--- src/sv/mnlb_pkg.sv ---
`timescale 1ns / 1ps

package mnlb_pkg;

   // Field widths
   localparam int NUM_W  = 31;
   localparam int DOT_W  = 16;
   localparam int TICK_W = 18;

   // Digit store sizing
   localparam int MAX_DIGITS  = 10;
   localparam int DIGIT_W     = 4;
   localparam int CNT_W       = $clog2(MAX_DIGITS + 1);
   localparam int DIGIT_IDX_W = $clog2(MAX_DIGITS);

   // Conversion step counter
   localparam int STEP_W = $clog2(NUM_W);

   // Elements per digit
   localparam int ELEM_W = 3;
   localparam logic [ELEM_W-1:0] ELEM_LAST = 3'd4;

   // Register reset values
   localparam logic [DOT_W-1:0] DOT_TICKS_RESET    = 16'd100;
   localparam logic             ACTIVE_LEVEL_RESET = 1'b1;

   // Request operations
   localparam logic OP_TICK  = 1'b0;
   localparam logic OP_START = 1'b1;

   // Register indexes
   localparam logic CSR_DOT_TICKS    = 1'b0;
   localparam logic CSR_ACTIVE_LEVEL = 1'b1;

   typedef enum logic [3:0] {
      PH_IDLE      = 4'b0001,
      PH_LIT       = 4'b0010,
      PH_ELEM_GAP  = 4'b0100,
      PH_DIGIT_GAP = 4'b1000
   } phase_type;

   typedef struct packed {
      logic capture;
      logic conv_init;
      logic conv_step;
      logic tick_apply;
      logic start_finish;
      logic rsp_load;
   } cmd_type;

   typedef struct packed {
      logic phase_idle;
      logic conv_last;
      logic op_start;
   } sts_type;

endpackage

--- src/sv/mnlb_ctrl.sv ---
`timescale 1ns / 1ps

module mnlb_ctrl import mnlb_pkg::*; (
   input  logic    clock,
   input  logic    reset,
   input  logic    req_valid,
   output logic    req_ready,
   input  logic    req_operation,
   input  sts_type sts,
   output cmd_type cmd,
   output logic    rsp_valid,
   input  logic    rsp_ready
);

   typedef enum logic [3:0] {
      S_IDLE = 4'b0001,
      S_EXEC = 4'b0010,
      S_CONV = 4'b0100,
      S_FIN  = 4'b1000
   } ctrl_state_type;

   ctrl_state_type state_ff, state_in;
   logic           rsp_valid_ff, rsp_valid_in;
   logic           accept;
   logic           out_free;

   assign req_ready = (state_ff == S_IDLE);
   assign accept    = req_valid && req_ready;
   assign out_free  = !rsp_valid_ff || rsp_ready;
   assign rsp_valid = rsp_valid_ff;

   always_comb begin
      state_in = state_ff;
      cmd      = '0;
      unique case (state_ff)
         S_IDLE: begin
            if (accept) begin
               cmd.capture = 1'b1;
               // a start only runs the conversion when nothing is being sent
               if (req_operation == OP_START && sts.phase_idle) begin
                  cmd.conv_init = 1'b1;
                  state_in      = S_CONV;
               end else begin
                  state_in = S_EXEC;
               end
            end
         end
         S_EXEC: begin
            if (out_free) begin
               cmd.tick_apply = !sts.op_start;
               cmd.rsp_load   = 1'b1;
               state_in       = S_IDLE;
            end
         end
         S_CONV: begin
            cmd.conv_step = 1'b1;
            if (sts.conv_last) begin
               state_in = S_FIN;
            end
         end
         S_FIN: begin
            if (out_free) begin
               cmd.start_finish = 1'b1;
               cmd.rsp_load     = 1'b1;
               state_in         = S_IDLE;
            end
         end
         default: begin
            state_in = S_IDLE;
         end
      endcase
   end

   assign rsp_valid_in = cmd.rsp_load || (rsp_valid_ff && !rsp_ready);

   always_ff @(posedge clock) begin
      if (reset) begin
         state_ff     <= S_IDLE;
         rsp_valid_ff <= 1'b0;
      end else begin
         state_ff     <= state_in;
         rsp_valid_ff <= rsp_valid_in;
      end
   end

   a_no_overwrite: assert property (@(posedge clock) disable iff (reset)
      cmd.rsp_load |-> (!rsp_valid_ff || rsp_ready))
      else $error("result register overwritten while still pending");

   a_accept_leaves_idle: assert property (@(posedge clock) disable iff (reset)
      accept |=> (state_ff != S_IDLE))
      else $error("accepted request did not start work");

   a_conv_only_when_idle: assert property (@(posedge clock) disable iff (reset)
      cmd.conv_init |-> sts.phase_idle)
      else $error("conversion started during a send");

endmodule

--- src/sv/mnlb_dp.sv ---
`timescale 1ns / 1ps

module mnlb_dp import mnlb_pkg::*; (
   input  logic             clock,
   input  logic             reset,
   input  cmd_type          cmd,
   output sts_type          sts,
   input  logic             req_operation,
   input  logic [NUM_W-1:0] req_number,
   input  logic             csr_write_enable,
   input  logic             csr_index,
   input  logic [DOT_W-1:0] csr_write_data,
   output logic             rsp_led_level,
   output logic             rsp_busy_res,
   output logic             rsp_finished
);

   function automatic logic elem_is_dot(input logic [DIGIT_W-1:0] d,
                                        input logic [ELEM_W-1:0] k);
      logic [DIGIT_W-1:0] kx;
      kx = {{(DIGIT_W-ELEM_W){1'b0}}, k};
      if (d <= 4'd5) begin
         return kx < d;
      end
      return kx >= (d - 4'd5);
   endfunction

   // configuration
   logic [DOT_W-1:0]       dot_ticks_ff;
   logic                   active_ff;

   // conversion
   logic                   op_ff;
   logic [NUM_W-1:0]       bin_ff, bin_in;
   logic [STEP_W-1:0]      step_ff, step_in;
   logic [DIGIT_W-1:0]     digit_ff [MAX_DIGITS];
   logic [DIGIT_W-1:0]     digit_in [MAX_DIGITS];
   logic [DIGIT_W-1:0]     adj      [MAX_DIGITS];

   // send state
   phase_type              phase_ff, phase_in;
   logic [CNT_W-1:0]       count_ff, count_in;
   logic [CNT_W-1:0]       index_ff, index_in;
   logic [ELEM_W-1:0]      elem_ff, elem_in;
   logic [TICK_W-1:0]      tick_ff, tick_in;
   logic                   finished_in;

   // helpers
   logic [DOT_W-1:0]       dot;
   logic [TICK_W-1:0]      dot_x, dot3, cur_len, tick_inc;
   logic [CNT_W-1:0]       pos, index_nxt, found_cnt;
   logic [DIGIT_W-1:0]     cur_digit;

   assign dot      = (dot_ticks_ff == '0) ? DOT_W'(1) : dot_ticks_ff;
   assign dot_x    = {{(TICK_W-DOT_W){1'b0}}, dot};
   assign dot3     = dot_x + {dot_x[TICK_W-2:0], 1'b0};
   assign tick_inc = tick_ff + TICK_W'(1);
   assign pos      = count_ff - CNT_W'(1) - index_ff;
   assign cur_digit = digit_ff[pos[DIGIT_IDX_W-1:0]];
   assign index_nxt = index_ff + CNT_W'(1);

   always_comb begin
      unique case (phase_ff)
         PH_LIT:      cur_len = elem_is_dot(cur_digit, elem_ff) ? dot_x : dot3;
         PH_ELEM_GAP: cur_len = dot_x;
         default:     cur_len = dot3;
      endcase
   end

   // shift-and-add-three conversion, one binary bit per step
   always_comb begin
      for (int i = 0; i < MAX_DIGITS; i++) begin
         adj[i] = (digit_ff[i] >= 4'd5) ? digit_ff[i] + 4'd3 : digit_ff[i];
      end
      digit_in[0] = {adj[0][DIGIT_W-2:0], bin_ff[NUM_W-1]};
      for (int i = 1; i < MAX_DIGITS; i++) begin
         digit_in[i] = {adj[i][DIGIT_W-2:0], adj[i-1][DIGIT_W-1]};
      end
      bin_in  = {bin_ff[NUM_W-2:0], 1'b0};
      step_in = step_ff + STEP_W'(1);
   end

   // digit count: highest nonzero digit, at least one
   always_comb begin
      found_cnt = CNT_W'(1);
      for (int i = 0; i < MAX_DIGITS; i++) begin
         if (digit_ff[i] != '0) begin
            found_cnt = CNT_W'(i + 1);
         end
      end
   end

   always_comb begin
      phase_in    = phase_ff;
      count_in    = count_ff;
      index_in    = index_ff;
      elem_in     = elem_ff;
      tick_in     = tick_ff;
      finished_in = 1'b0;
      if (cmd.start_finish) begin
         count_in = found_cnt;
         index_in = '0;
         elem_in  = '0;
         tick_in  = '0;
         phase_in = PH_LIT;
      end else if (cmd.tick_apply && phase_ff != PH_IDLE) begin
         if (tick_inc >= cur_len) begin
            tick_in = '0;
            unique case (phase_ff)
               PH_LIT: begin
                  phase_in = (elem_ff < ELEM_LAST) ? PH_ELEM_GAP : PH_DIGIT_GAP;
               end
               PH_ELEM_GAP: begin
                  elem_in  = elem_ff + ELEM_W'(1);
                  phase_in = PH_LIT;
               end
               PH_DIGIT_GAP: begin
                  index_in = index_nxt;
                  elem_in  = '0;
                  if (index_nxt >= count_ff) begin
                     phase_in    = PH_IDLE;
                     finished_in = 1'b1;
                  end else begin
                     phase_in = PH_LIT;
                  end
               end
               default: begin
                  phase_in = phase_ff;
               end
            endcase
         end else begin
            tick_in = tick_inc;
         end
      end
   end

   assign sts.phase_idle = (phase_ff == PH_IDLE);
   assign sts.conv_last  = (step_ff == STEP_W'(NUM_W - 1));
   assign sts.op_start   = (op_ff == OP_START);

   always_ff @(posedge clock) begin
      if (reset) begin
         dot_ticks_ff <= DOT_TICKS_RESET;
         active_ff    <= ACTIVE_LEVEL_RESET;
         op_ff        <= OP_TICK;
         step_ff      <= '0;
         phase_ff     <= PH_IDLE;
         count_ff     <= '0;
         index_ff     <= '0;
         elem_ff      <= '0;
         tick_ff      <= '0;
      end else begin
         if (csr_write_enable) begin
            unique case (csr_index)
               CSR_DOT_TICKS:    dot_ticks_ff <= csr_write_data;
               CSR_ACTIVE_LEVEL: active_ff    <= csr_write_data[0];
               default:          dot_ticks_ff <= dot_ticks_ff;
            endcase
         end
         if (cmd.capture) begin
            op_ff <= req_operation;
         end
         if (cmd.conv_init) begin
            step_ff <= '0;
         end else if (cmd.conv_step) begin
            step_ff <= step_in;
         end
         phase_ff <= phase_in;
         count_ff <= count_in;
         index_ff <= index_in;
         elem_ff  <= elem_in;
         tick_ff  <= tick_in;
      end
   end

   // payload registers
   always_ff @(posedge clock) begin
      if (cmd.conv_init) begin
         bin_ff <= req_number;
         for (int i = 0; i < MAX_DIGITS; i++) begin
            digit_ff[i] <= '0;
         end
      end else if (cmd.conv_step) begin
         bin_ff <= bin_in;
         for (int i = 0; i < MAX_DIGITS; i++) begin
            digit_ff[i] <= digit_in[i];
         end
      end
      if (cmd.rsp_load) begin
         rsp_led_level <= (phase_in == PH_LIT) ? active_ff : !active_ff;
         rsp_busy_res  <= (phase_in != PH_IDLE);
         rsp_finished  <= finished_in;
      end
   end

   a_index_in_range: assert property (@(posedge clock) disable iff (reset)
      (phase_ff != PH_IDLE) |-> (index_ff < count_ff))
      else $error("digit index past digit count during a send");

   a_tick_below_len: assert property (@(posedge clock) disable iff (reset)
      (phase_ff != PH_IDLE) |-> (tick_ff < cur_len))
      else $error("tick count reached phase length without advancing");

   a_elem_range: assert property (@(posedge clock) disable iff (reset)
      elem_ff <= ELEM_LAST)
      else $error("element index beyond last element");

endmodule

--- src/sv/morse_number_led_blinker_core.sv ---
`timescale 1ns / 1ps
// Channel   Direction  Handshake          Payload
// req       in         req_valid/ready    req_operation, req_number
// rsp       out        rsp_valid/ready    rsp_led_level, rsp_busy_res, rsp_finished
// csr       in         csr_write_enable   csr_index, csr_write_data
//
// A tick, or a start that arrives during a send, goes from acceptance to the execute state;
// a start while idle instead runs the 31-step binary-to-decimal conversion (one bit per
// cycle) and then the finish state. Both loading states wait for a free response register.
// Reset is synchronous: no send in progress, dot length 100, lit level 1.
// The response register holds its request's result until taken; the next request is
// accepted meanwhile, and its result waits until the register frees.

module morse_number_led_blinker_core import mnlb_pkg::*; (
   input  logic             clock,
   input  logic             reset,
   input  logic             req_valid,
   output logic             req_ready,
   input  logic             req_operation,
   input  logic [NUM_W-1:0] req_number,
   output logic             rsp_valid,
   input  logic             rsp_ready,
   output logic             rsp_led_level,
   output logic             rsp_busy_res,
   output logic             rsp_finished,
   input  logic             csr_write_enable,
   input  logic             csr_index,
   input  logic [DOT_W-1:0] csr_write_data
);

   // controller issues one command set per cycle, datapath reports back status
   cmd_type cmd;
   sts_type sts;

   // sequencer: accept, run conversion steps, hold result until the output is free
   mnlb_ctrl u_ctrl (
      .clock         (clock),
      .reset         (reset),
      .req_valid     (req_valid),
      .req_ready     (req_ready),
      .req_operation (req_operation),
      .sts           (sts),
      .cmd           (cmd),
      .rsp_valid     (rsp_valid),
      .rsp_ready     (rsp_ready)
   );

   // digit store, Morse timing counters, config registers and response payload
   mnlb_dp u_dp (
      .clock            (clock),
      .reset            (reset),
      .cmd              (cmd),
      .sts              (sts),
      .req_operation    (req_operation),
      .req_number       (req_number),
      .csr_write_enable (csr_write_enable),
      .csr_index        (csr_index),
      .csr_write_data   (csr_write_data),
      .rsp_led_level    (rsp_led_level),
      .rsp_busy_res     (rsp_busy_res),
      .rsp_finished     (rsp_finished)
   );

endmodule
--- config.mk ---
export PLATFORM = sky130hd
export DESIGN_NAME = morse_number_led_blinker_core
export DESIGN_NICKNAME = d
export VERILOG_FILES = /design/src/sv/mnlb_pkg.sv /design/src/sv/mnlb_ctrl.sv /design/src/sv/mnlb_dp.sv /design/src/sv/morse_number_led_blinker_core.sv
export SDC_FILE = /design/constraint.sdc
export NUM_CORES = 1
export LEC_CHECK = 0
export ABC_CLOCK_PERIOD_IN_PS = 5900
export BUFFER_PORTS_ARGS = -buffer_cell sky130_fd_sc_hd__buf_2
export CORE_ASPECT_RATIO = 1.2
export CORE_UTILIZATION = 50
export CTS_BUF_LIST = sky130_fd_sc_hd__clkbuf_4 sky130_fd_sc_hd__clkbuf_8
export CTS_CLUSTER_DIAMETER = 40
export CTS_CLUSTER_SIZE = 16
export DETAILED_ROUTE_END_ITERATION = 7
export GPL_TIMING_DRIVEN = 1
export PLACE_DENSITY = 0.79
export SETUP_SLACK_MARGIN = 0.05
export SLEW_MARGIN = 25
export SYNTH_ARGS = -nofsm -noshare
export SYNTH_HDL_FRONTEND = slang
export SYNTH_SLANG_ARGS = --single-unit
--- constraint.sdc ---
create_clock -name clock -period 5.9 [get_ports clock]
set_clock_uncertainty 0.1 [all_clocks]
set_input_delay 0.885 -clock clock [delete_from_list [all_inputs] [get_ports clock]]
set_output_delay 0.885 -clock clock [all_outputs]
set_load 0.005 [all_outputs]
# After elaboration in Yosys (flattened, before gate mapping)
# Memory sizes are Yosys's and may differ from the RTL's.
# Cells that the tools add are included.
dict set report op_classes {
  order_cmp 16
  mux 69
  addsub 18
  bitwise 14
  eq_ne 15
  n_reduce_logical 31
}
# cell count
set op_table {}
lappend op_table {{2-to-1 mux 4 bit} 29}
lappend op_table {{2-to-1 mux 31 bit} 2}
lappend op_table {{greater-or-equal comparator 4 x 3 -> 1 bit (second input constant)} 10}
lappend op_table {{adder 4 x 2 -> 4 bit (second input constant)} 9}
lappend op_table {{2-to-1 mux 18 bit} 2}
lappend op_table {{one-hot mux 18 bit (2 select lines)} 1}
lappend op_table {{nonzero test 4 bit} 9}
lappend op_table {{one-hot mux 4 bit (3 select lines)} 2}
lappend op_table {{adder 16 x 17 -> 18 bit} 1}
lappend op_table {{adder 18 x 1 -> 18 bit (second input constant)} 1}
lappend op_table {{greater-or-equal comparator 18 bit} 1}
lappend op_table {{2-to-1 mux 1 bit} 18}
lappend op_table {{2-to-1 mux 3 bit} 6}
lappend op_table {{logical NOT 16 bit} 1}
lappend op_table {{2-to-1 mux 16 bit} 1}
lappend op_table {{== test 4 x 2 -> 1 bit (second input constant)} 3}
lappend op_table {{2-to-1 mux 2 bit} 6}
lappend op_table {{bitwise OR 1 bit} 10}
lappend op_table {{AND reduction 3 bit} 3}
lappend op_table {{== test 4 x 1 -> 1 bit (second input constant)} 2}
lappend op_table {{== test 4 x 3 -> 1 bit (second input constant)} 2}
lappend op_table {{== test 4 bit (second input constant)} 2}
lappend op_table {{!= test 4 x 1 -> 1 bit (second input constant)} 2}
lappend op_table {{one-hot mux 3 bit (2 select lines)} 1}
lappend op_table {{24 further kinds} 39}
dict set report word_totals {
  input_bits 54
  mem_count 1
  ram_bits 40
  output_inout_bits 5
  reg_bits 95
}
# name depth word_bits rd rd_clocked_by_memory_dff write_ports line_no
set memory_table {}
lappend memory_table {u_dp.digit_ff 10 4 11 0 10 mnlb_dp.sv:36} ;# logic [DIGIT_W-1:0] digit_ff [MAX_DIGITS];

# Longest topological paths before layout
# Gate-level depths: netlist of the first run.
# An unclocked memory read counts as a cell.
dict set report depth {
  depth_word 16
  depth_mapped 32
  ltp_nobuf 29
}

# Hierarchy
# Synthesis of the first run repeated with hierarchy kept, for this count alone.
dict set report unflattened {
  hier_cells 964
  hier_area_um2 8891.0
}
# module area_each_um2 seq_area_each_um2 cells_per_inst n_inst
set by_module_without_submodules {}
lappend by_module_without_submodules {mnlb_dp 8582.0 3343.2 925 1}
lappend by_module_without_submodules {mnlb_ctrl 309.0 100.1 39 1}

# Least setup slack after synthesis of the first run
# Ideal clock, no wire load.
dict set report synth_timing {
  path_kind {register to register}
  start {reg u_dp.index_ff[0]}
  end {reg u_dp.rsp_led_level (data pin)}
  required_time_ps 5535
  t_arrival_ps 5972
  path_buffers 3
  setup_time_ps 265
  path_stages_with_launch 31
  slack_ps -436
  synth_period_minus_slack_ps 6336
  cell_sequence {dfxtp_1 -> inv_1 -> ha_1 -> inv_1 -> fa_1 -> buf_6 -> mux4_2 -> nor2b_1 -> a221oi_2 -> nor2_1 -> ha_1 -> inv_1 -> ha_1 -> a21bo_2 -> a21oi_1 -> nor3b_1 -> o2111ai_1 -> mux2i_2 -> o41ai_4 -> buf_6 -> mux2i_1 -> ha_1 -> a21o_1 -> a31oi_1 -> o21ai_0 -> a41oi_1 -> nand2_1 -> clkbuf_1 -> a22oi_1 -> o211ai_1 -> xor2_1}
}
# item line_no
set synth_lines {}
lappend synth_lines {{start: declaration} mnlb_dp.sv:43} ;# logic [CNT_W-1:0] index_ff, index_in;
lappend synth_lines {{start signal: assignment} mnlb_dp.sv:170} ;# index_ff <= index_in;
lappend synth_lines {{adder 4 x 1 -> 4 bit} mnlb_dp.sv:60} ;# assign index_nxt = index_ff + CNT_W'(1);
lappend synth_lines {{via u_dp.index_nxt[0]} mnlb_dp.sv:51} ;# logic [CNT_W-1:0] pos, index_nxt, found_cnt;
lappend synth_lines {{greater-or-equal comparator 4 bit} mnlb_dp.sv:120} ;# if (index_nxt >= count_ff) begin
lappend synth_lines {{2-to-1 mux 2 bit} mnlb_dp.sv:120}
lappend synth_lines {{one-hot mux 4 bit (3 select lines)} mnlb_dp.sv:109} ;# unique case (phase_ff)
lappend synth_lines {{2-to-1 mux 4 bit} mnlb_dp.sv:107} ;# if (tick_inc >= cur_len) begin
lappend synth_lines {{2-to-1 mux 4 bit} mnlb_dp.sv:106} ;# end else if (cmd.tick_apply && phase_ff != PH_IDLE) begin
lappend synth_lines {{2-to-1 mux 4 bit} mnlb_dp.sv:100} ;# if (cmd.start_finish) begin
lappend synth_lines {{== test 4 x 2 -> 1 bit} mnlb_dp.sv:190} ;# rsp_led_level <= (phase_in == PH_LIT) ? active_ff : !active_ff;
lappend synth_lines {{2-to-1 mux 1 bit} mnlb_dp.sv:190}
lappend synth_lines {{end signal: assignment} mnlb_dp.sv:190}
lappend synth_lines {{end: declaration} mnlb_dp.sv:13} ;# output logic rsp_led_level,
# The timed path passes the listed nets, and every way through them passes these cells. The select of a mux whose other input is x is not followed.
# A chain may end at the register's enable or synchronous reset.

# Worst setup path in the final report of the first run
dict set report layout_timing {
  start {reg u_dp.index_ff[0]}
  end {reg u_dp.rsp_busy_res (data pin)}
}
# item line_no
set layout_lines {}
lappend layout_lines {{adder 4 x 1 -> 4 bit} mnlb_dp.sv:60}
lappend layout_lines {{via u_dp.index_nxt[0]} mnlb_dp.sv:51}
lappend layout_lines {{greater-or-equal comparator 4 bit} mnlb_dp.sv:120}
lappend layout_lines {{2-to-1 mux 2 bit} mnlb_dp.sv:120}
lappend layout_lines {{one-hot mux 4 bit (3 select lines)} mnlb_dp.sv:109}
lappend layout_lines {{2-to-1 mux 4 bit} mnlb_dp.sv:107}
lappend layout_lines {{2-to-1 mux 4 bit} mnlb_dp.sv:106}
lappend layout_lines {{2-to-1 mux 4 bit} mnlb_dp.sv:100}
lappend layout_lines {{!= test 4 x 1 -> 1 bit} mnlb_dp.sv:191} ;# rsp_busy_res <= (phase_in != PH_IDLE);
lappend layout_lines {{end signal: assignment} mnlb_dp.sv:191}
lappend layout_lines {{end: declaration} mnlb_dp.sv:14} ;# output logic rsp_busy_res,
# The timed path passes the listed nets, and every way through them passes these cells. The select of a mux whose other input is x is not followed.

==> impl_metrics.env, run 1 <==
export IMPL_ctsLongestPathBuffers=2
export IMPL_tritoncts="yes"
export IMPL_dp_cells=1312
export IMPL_hp_class="reg -> reg"
export IMPL_crit_type="reg -> reg"
export IMPL_p_leak_nw=4.31
export IMPL_synth_edff_count=74
export IMPL_clk_latency_ns=0.47
export IMPL_worstSetupEndpointType="flip-flop"
export IMPL_slew_headroom=0.435
export IMPL_mostFrequentLayoutCells="182 x nand2_1, 120 x nor2_1, 84 x a21oi_1"
export IMPL_ys_ff_latch=135
export IMPL_grt_pass1_vias=7369
export IMPL_finalNonFillerCells=1359
export IMPL_required_ns=6.01
export IMPL_dieArea_mm2=0.0185
export IMPL_die_h_um=149
export IMPL_portBuffers=58
export IMPL_synth_area_per_cell_um2=8.68
export IMPL_cp_common_cell="buf_4"
export IMPL_regArea_mm2=0.00345
export IMPL_drive_gt1_frac=0.180
export IMPL_startpoint="u_dp.index_ff[0]"
export IMPL_status="finished with violations"
export IMPL_multi_input_area_mm2=0.00541
export IMPL_hp_start="u_dp.count_ff[2]"
export IMPL_grt_pass1_wl_mm=33.9
export IMPL_wire_per_inst_um=15.3
export IMPL_grtUsageMet1=0.254
export IMPL_wl_mm=20.8
export IMPL_r2r_start="u_dp.index_ff[0]"
export IMPL_min_path_cells=2
export IMPL_fmax_mhz=156
export IMPL_critical_path_max_fanout=21
export IMPL_min_period_over_period=1.09
export IMPL_peakVddDrop_uv=227
export IMPL_yosys_warnings=0
export IMPL_antenna_found_initial=0
export IMPL_dp_hpwl_mm=14.2
export IMPL_cap_violations=0
export IMPL_grt_util_met2=0.409
export IMPL_grt_use_met3=0.0430
export IMPL_cts_made_buffers=17
export IMPL_gr_max_usage_layer="met2"
export IMPL_vias=7643
export IMPL_drt_initial_drc_count=403
export IMPL_ys_seq_area_frac=0.383
export IMPL_cts_max_level=4
export IMPL_grt_max_degree=41
export IMPL_stdcell_area_mm2=0.0104
export IMPL_layout_setup_ws_ns=-0.529
export IMPL_slew_viol_final=0
export IMPL_track_usage=0.224
export IMPL_via_per_inst=5.62
export IMPL_r2r_cells=37
export IMPL_setup_violations_final=32
export IMPL_root_buffer="clkbuf_8"
export IMPL_die_width_um=124
export IMPL_antenna_cells=0
export IMPL_synth_ff_type="edfxtp_1"
export IMPL_initial_utilization=0.512
export IMPL_syn_nets=1172
export IMPL_placedInstanceArea_mm2=0.00975
export IMPL_boundaryPins=59
export IMPL_syn_area_mm2=0.00899
export IMPL_overflow=0
export IMPL_p_per_area_mw_per_mm2=242
export IMPL_async_flop_share=0
export IMPL_finalHoldViolCount=0
export IMPL_drtAntennaViolNets=0
export IMPL_layout_commonest_cell="nand2_1"
export IMPL_cp_arrival_ns=6.54
export IMPL_path_clk_slew_ns=0.09
export IMPL_failed_checks="negative setup slack"
export IMPL_drc=0
export IMPL_fin_crit_ns=6.43
export IMPL_cpPeakStageDelay_ns=0.53
export IMPL_rsz0062_at_grt="true"
export IMPL_regToRegSetupSlack_ns=-0.53
export IMPL_routabilityCongestion=0.855
export IMPL_nFillCells=1457
export IMPL_tightest_slew_ns=0.845
export IMPL_ctsHoldBuffers=0
export IMPL_syn_instance_count=1036
export IMPL_whs_ns=0.381
export IMPL_cp_slowest_cell="fa_1"
export IMPL_startpoint_type="flip-flop"
export IMPL_drt_first_pass_iters=5
export IMPL_nets=1262
export IMPL_cts_sinks=135
export IMPL_area_growth_pct=15.7
export IMPL_core_mm2=0.0176
export IMPL_synth_cell_type_count=72
export IMPL_finalPower_w=0.00252
export IMPL_rows=53
## Yosys cell counts (8+ instances only)
cell,number,area [µm²]
a21o_1,12,90.1
nor2_1,122,458
mux2i_1,11,110
nor3_1,28,140
clkbuf_1,27,101
nand4_1,9,56.3
nand2b_1,17,106
edfxtp_1,74,2220
inv_1,50,188
ha_1,80,1000
and3_1,8,50.1
xor2_1,20,175
mux4_2,8,180
dfxtp_1,61,1220
nand3_1,24,120
nand2_1,185,694
nor3b_1,12,90.1
xnor2_1,33,289
a21oi_1,86,430
nor2b_1,9,56.3
a211oi_1,10,75.1
o21ai_0,39,195
## area by class of cell
type | count | area share
sequential | 135 | 0.331
inverter | 50 | 0.0180
timing repair buffer | 107 | 0.0662
multi-input combinational | 815 | 0.520
tap | 220 | 0.0264
clock inverter | 15 | 0.0162
clock buffer | 17 | 0.0225
## worst paths after layout
check,endpoint
worst max-delay path,u_dp.rsp_busy_res
worst min-delay path,u_dp.count_ff[2]
worst max register to register,u_dp.rsp_busy_res
worst min register to register,u_dp.count_ff[2]
## critical path: cells and delay by family, from the launching register on
family / cells / cell delay, ns
buffers and inverters: 18 / 1.94
adder cells (fa/ha/maj): 3 / 0.85
flip-flops: 1 / 0.33
AO/OA/AOI/OAI: 11 / 1.76
multiplexers: 2 / 0.69
AND/OR/NAND/NOR: 3 / 0.49
## registers in the layout (all words and copies together) (netlist names), 3 cells and up
| signal | count |
|---|---|
| u_dp.elem_ff | 3 |
| u_dp.digit_ff | 40 |
| u_dp.tick_ff | 18 |
| u_dp.count_ff | 4 |
| u_dp.phase_ff | 4 |
| u_dp.bin_ff | 31 |
| u_dp.step_ff | 5 |
| u_ctrl.state_ff | 4 |
| u_dp.index_ff | 4 |
| u_dp.dot_ticks_ff | 16 |
## layer usage
layer / share of wire / wire, µm / up-vias
li1: - / - / 3812
met1: 0.41 / 8460 / 3616
met2: 0.53 / 11100 / 171
met3: 0.030 / 615 / 44
met4: 0.029 / 609 / 0
met5: 0 / 0 / -
## cell families after synthesis
| kind of cell | share of synthesized area |
|---|---|
| xor+xnor | 0.0552 |
| mux | 0.0376 |
| simple gates | 0.227 |
| compound gates | 0.143 |
| fa+ha+maj | 0.116 |
| flops | 0.383 |
| buf+inv | 0.0394 |
## report_power, final
| group | switching [W] | leakage (nW) | internal, W |
|---|---|---|---|
| logic | 0.000312 | 2.92 | 0.000217 |
| clock network | 0.000450 | 0.204 | 0.000358 |
| registers | 0.0000725 | 1.19 | 0.00111 |
## through the flow
stage,setup slack (ns),TNS (ns),util
floorplan,-0.251,-0.496,-
finish,-0.529,-8.55,0.592
CTS,-0.340,-4.45,0.590
global route,-0.712,-15.31,0.592
detailed placement,-0.472,-7.11,0.555
global placement,-0.309,-3.84,0.555
## repair_timing
| action | 4_1_cts | 5_1_grt |
|---|---|---|
| gates cloned | 0 | 0 |
| gates resized for setup | 24 | 7 |
| hold endpoints to repair | 0 | 0 |
| endpoints found under the setup margin | 32 | 32 |
| pin swaps | 12 | 3 |
| buffers inserted | 15 | 0 |
Power figures use the tool's default switching activity.
==> run 2, diff against run 1 <==
CORE_MARGIN = 5   (was default)
CTS_BUF_LIST = default   (was sky130_fd_sc_hd__clkbuf_4 sky130_fd_sc_hd__clkbuf_8)
==> run 2 against run 1 <==
The run still ends with negative setup slack left. Core utilization increased by 1.4 points. Die area increased by 12%. Sequential share of layout area decreased by 0.91 points. Global-route usage decreased by 1.7 points. First-iteration DRC count decreased by 3.2%. Total power increased by 11%. Final area increased by 2.8%. Critical endpoint is now u_dp.rsp_led_level.
==> impl_metrics.env, run 2 (synthesis gave the netlist of run 1 again) <==
export IMPL_min_path_cells=2
export IMPL_rows=53
export IMPL_r2r_cells=31
export IMPL_drive_gt1_frac=0.188
export IMPL_nFillCells=1460
export IMPL_routabilityCongestion=0.892
export IMPL_drt_first_pass_iters=5
export IMPL_path_clk_slew_ns=0.07
export IMPL_wl_mm=21.1
export IMPL_portBuffers=58
export IMPL_antenna_found_initial=0
export IMPL_root_buffer="clkbuf_16"
export IMPL_cp_slowest_cell="fa_1"
export IMPL_dp_hpwl_mm=14.6
export IMPL_wire_per_inst_um=15.4
export IMPL_failed_checks="negative setup slack"
export IMPL_cpPeakStageDelay_ns=0.50
export IMPL_via_per_inst=5.61
export IMPL_track_usage=0.207
export IMPL_nets=1267
export IMPL_reg_top3="u_dp.digit_ff: 40 flops, u_dp.bin_ff: 31 flops, u_dp.tick_ff: 18 flops"
export IMPL_vias=7657
export IMPL_top_register="u_dp.digit_ff"
export IMPL_stdcell_area_mm2=0.0107
export IMPL_layout_commonest_cell="nand2_1"
export IMPL_initial_utilization=0.510
export IMPL_cts_sinks=135
export IMPL_peakVddDrop_uv=210
export IMPL_cap_violations=0
export IMPL_cts_made_buffers=17
export IMPL_grt_pass1_wl_mm=35.8
export IMPL_area_growth_pct=19.0
export IMPL_overflow=0
export IMPL_min_period_over_period=1.08
export IMPL_rsz0062_at_grt="true"
export IMPL_hp_class="reg -> reg"
export IMPL_preCtsSetupSlack_ns=-0.437
export IMPL_drtAntennaViolNets=0
export IMPL_drt_initial_drc_count=390
export IMPL_placedInstanceArea_mm2=0.00976
export IMPL_die_width_um=132
export IMPL_grt_max_degree=41
export IMPL_multi_input_area_mm2=0.00544
export IMPL_slew_headroom=0.466
export IMPL_p_per_area_mw_per_mm2=262
export IMPL_antenna_cells=0
export IMPL_regToRegSetupSlack_ns=-0.47
export IMPL_startpoint_type="flip-flop"
export IMPL_layout_setup_ws_ns=-0.468
export IMPL_status="finished with violations"
export IMPL_finalHoldViolCount=0
export IMPL_grt_pass1_vias=7682
export IMPL_ctsLongestPathBuffers=2
export IMPL_crit_type="reg -> reg"
export IMPL_fin_crit_ns=6.37
export IMPL_die_h_um=157
export IMPL_required_ns=5.97
export IMPL_slew_viol_final=0
export IMPL_clk_latency_ns=0.43
export IMPL_dieArea_mm2=0.0208
export IMPL_core_mm2=0.0176
export IMPL_setup_violations_final=32
export IMPL_boundaryPins=59
export IMPL_tightest_slew_ns=0.799
export IMPL_mostFrequentLayoutCells="181 x nand2_1, 119 x nor2_1, 83 x a21oi_1"
export IMPL_worstSetupEndpointType="flip-flop"
export IMPL_tritoncts="yes"
export IMPL_cp_arrival_ns=6.44
export IMPL_fmax_mhz=157
export IMPL_p_leak_nw=4.46
export IMPL_critical_path_max_fanout=6
export IMPL_regArea_mm2=0.00345
export IMPL_drc=0
export IMPL_cts_max_level=4
export IMPL_largest_reg_flops=40
run 2: worst max-delay path, delay by kind of cell, from the launching register on:
family / cells / cell delay (ns)
compound gates: 10 / 1.59
xor+xnor: 1 / 0.10
fa+ha+maj: 5 / 1.45
buf+inv: 7 / 0.86
flops: 1 / 0.32
mux: 2 / 0.75
simple gates: 6 / 0.91
run 2: through the flow:
step / instances / util / total power, W / hold WS (ns) / setup TNS, ns
3_5_place_dp: 1312 / 0.553 / 0.00172 / 0.373 / -6.07
6_report: 1364 / 0.607 / 0.00281 / 0.380 / -8.07
3_3_place_gp: 1312 / 0.553 / 0.00169 / 0.360 / -3.39
5_1_grt: 1364 / 0.607 / 0.00295 / 0.405 / -18.14
4_1_cts: 1364 / 0.606 / 0.00282 / 0.382 / -5.69
2_1_floorplan: 1036 / - / 0.00158 / 0.349 / -0.496
run 2: area by class of cell:
class | instances | share of cell area
multi-input combinational | 815 | 0.508
sequential | 135 | 0.322
timing repair buffer | 112 | 0.0706
clock buffer | 17 | 0.0397
tap | 220 | 0.0257
inverter | 50 | 0.0175
clock inverter | 15 | 0.0165
run 2: routing by layer:
layer  routed length, µm  global-route usage
met5                   0                   0
met3                 624              0.0377
met1                8380               0.233
met2               11500               0.393
met4                 539              0.0743
run 2: report_power, final:
group	internal [W]	switching, W	leakage (nW)	total, W
Clock	0.000608	0.000483	0.299	0.00109
Combinational	0.000215	0.000315	2.97	0.000531
Sequential	0.00111	0.0000723	1.19	0.00118
run 2: path summary, 6_finish.rpt:
path,end,start
min,u_dp.count_ff[2],u_dp.count_ff[2]
max,u_dp.rsp_led_level,u_dp.index_ff[0]
max reg2reg,u_dp.rsp_led_level,u_dp.index_ff[0]
min reg2reg,u_dp.count_ff[2],u_dp.count_ff[2]
run 2: repair_timing:
action	CTS	global route
pin swaps	22	3
gates cloned	2	0
hold buffers	0	0
endpoints found under the setup margin	32	32
buffers inserted	18	0
gates resized for setup	37	3
==> run 3, diff against run 2 <==
PLACE_DENSITY = default   (was 0.79)
PLACE_DENSITY_LB_ADDON = 0.25   (was default)
==> run 3 against run 2 <==
The run still ends with negative setup slack left. Worst hold slack got worse by 0.0041 ns. Clock power is 4% higher. Die area did not move. Wire length fell by 5.6%. Via count decreased by 3.3%. Total power up 0.86%. Core utilization down 0.65 points. Cell count shrank 1.0%. Sequential cell count is the same. Final area is 1.1% lower. Combinational power fell by 2%. Global-route usage is 1.1 points lower. Critical path type unchanged. Critical endpoint unchanged. Largest power group unchanged.
==> impl_metrics.env, run 3 (synthesis gave the netlist of run 1 again) <==
export IMPL_cts_made_buffers=17
export IMPL_portBuffers=58
export IMPL_reg_top3="u_dp.digit_ff: 40 flops, u_dp.bin_ff: 31 flops, u_dp.tick_ff: 18 flops"
export IMPL_min_path_cells=2
export IMPL_r2r_cells=31
export IMPL_regToRegSetupSlack_ns=-0.35
export IMPL_top_register="u_dp.digit_ff"
export IMPL_die_h_um=157
export IMPL_failed_checks="negative setup slack"
export IMPL_nFillCells=1557
export IMPL_slew_viol_final=0
export IMPL_path_buf_inv=7
export IMPL_p_per_area_mw_per_mm2=267
export IMPL_cp_slowest_cell="fa_1"
export IMPL_root_buffer="clkbuf_16"
export IMPL_antenna_found_initial=0
export IMPL_tritoncts="yes"
export IMPL_track_usage=0.197
export IMPL_area_growth_pct=17.7
export IMPL_drc=0
export IMPL_hp_class="reg -> reg"
export IMPL_crit_type="reg -> reg"
export IMPL_crit_family="compound AO/OA/AOI/OAI gates"
export IMPL_min_period_over_period=1.06
export IMPL_rsz0062_at_grt="true"
export IMPL_dp_hpwl_mm=14.3
export IMPL_drive_gt1_frac=0.173
export IMPL_hp_start="u_dp.tick_ff[17]"
export IMPL_slew_headroom=0.448
export IMPL_dieArea_mm2=0.0208
export IMPL_vias=7402
export IMPL_clk_latency_ns=0.43
export IMPL_fin_crit_ns=6.25
export IMPL_rows=53
export IMPL_cts_sinks=135
export IMPL_cp_arrival_ns=6.32
export IMPL_drtAntennaViolNets=0
export IMPL_finalHoldViolCount=0
export IMPL_critical_path_max_fanout=18
export IMPL_startpoint_type="flip-flop"
export IMPL_grt_pass1_wl_mm=33.7
export IMPL_r2r_start="u_dp.index_ff[0]"
export IMPL_via_per_inst=5.48
export IMPL_overflow=0
export IMPL_hold_end="u_dp.tick_ff[17]"
export IMPL_mostFrequentLayoutCells="183 x nand2_1, 120 x nor2_1, 83 x a21oi_1"
export IMPL_ctsLongestPathBuffers=2
export IMPL_fin_util=0.600
export IMPL_wl_mm=19.9
export IMPL_fmax_mhz=160
export IMPL_cpPeakStageDelay_ns=0.50
export IMPL_peakVddDrop_uv=198
export IMPL_setup_tns_ns=-4.04
export IMPL_grt_max_degree=45
export IMPL_grt_pass1_vias=7212
export IMPL_startpoint="u_dp.index_ff[0]"
export IMPL_drt_initial_drc_count=365
export IMPL_setup_violations_final=27
export IMPL_cap_violations=0
export IMPL_status="finished with violations"
export IMPL_r2r_end="u_dp.rsp_led_level"
export IMPL_nets=1253
export IMPL_p_leak_nw=4.37
export IMPL_path_clk_slew_ns=0.07
export IMPL_initial_utilization=0.510
export IMPL_worstSetupEndpointType="flip-flop"
export IMPL_routabilityCongestion=0.869
export IMPL_layout_setup_ws_ns=-0.350
export IMPL_critical_path_depth=31
export IMPL_largest_reg_flops=40
export IMPL_drt_first_pass_iters=5
export IMPL_die_width_um=132
export IMPL_boundaryPins=59
export IMPL_layout_commonest_cell="nand2_1"
export IMPL_required_ns=5.97
export IMPL_preCtsSetupSlack_ns=-0.401
export IMPL_wire_per_inst_um=14.7
export IMPL_finalPower_w=0.00283
export IMPL_whs_ns=0.376
export IMPL_tightest_slew_ns=0.826
export IMPL_cts_max_level=4
export IMPL_antenna_cells=0
export IMPL_core_mm2=0.0176
-- run 3: changes by cell type in the layout (fill, tap and decap cells not counted), sizes merged --
cell / previous run / this run
buf: 111 / 98
inv: 61 / 58
clkinv: 3 / 5
bufbuf: 1 / 0
bufinv: 1 / 2
-- run 3: worst min-delay path: cells and delay by family, from the launching register on --
kind / cells / cell delay, ns
AO/OA/AOI/OAI: 1 / 0.05
flip-flops: 1 / 0.33
AND/OR/NAND/NOR: 1 / 0.06
-- run 3: worst max path at each step --
stage / end / slack, ns
2_1_floorplan: u_dp.rsp_busy_res / -0.25
3_3_place_gp: u_dp.rsp_busy_res / -0.30
3_5_place_dp: u_dp.rsp_busy_res / -0.40
4_1_cts: u_dp.rsp_led_level / -0.35
5_1_grt: u_dp.rsp_busy_res / -0.69
6_report: u_dp.rsp_led_level / -0.35
-- run 3: metal layers --
layer / global-route usage / share of wire
met1: 0.231 / 0.42
met2: 0.368 / 0.54
met3: 0.0371 / 0.023
met4: 0.0554 / 0.014
met5: 0 / 0
-- run 3: where the power goes --
part	total, W	internal [W]	switching, W	leakage, nW
sequential	0.00118	0.00111	0.0000708	1.19
combinational	0.000520	0.000216	0.000304	2.87
clock	0.00113	0.000649	0.000479	0.307
-- run 3: final cells by class --
cell class,instances,area (µm²),area share
flip-flops and latches,135,3450,0.325
inverters,50,188,0.0177
clock buffers,17,425,0.0402
well taps,220,275,0.0260
multi-input cells,815,5430,0.513
clock inverters,15,204,0.0193
repair buffers,98,622,0.0587
-- run 3: stage by stage --
stage | area, µm² | instances
2_1_floorplan | 9080 | 1036
3_3_place_gp | 9760 | 1313
3_5_place_dp | 9760 | 1313
4_1_cts | 10500 | 1349
5_1_grt | 10600 | 1350
6_report | 10600 | 1350
-- run 3: timing repair --
| item | in CTS | in global routing |
|---|---|---|
| endpoints found under the setup margin | 32 | 32 |
| buffers inserted | 4 | 1 |
| hold buffers | 0 | 0 |
| hold endpoints to repair | 0 | 0 |
| pin swaps | 16 | 12 |
| gates resized for setup | 23 | 10 |
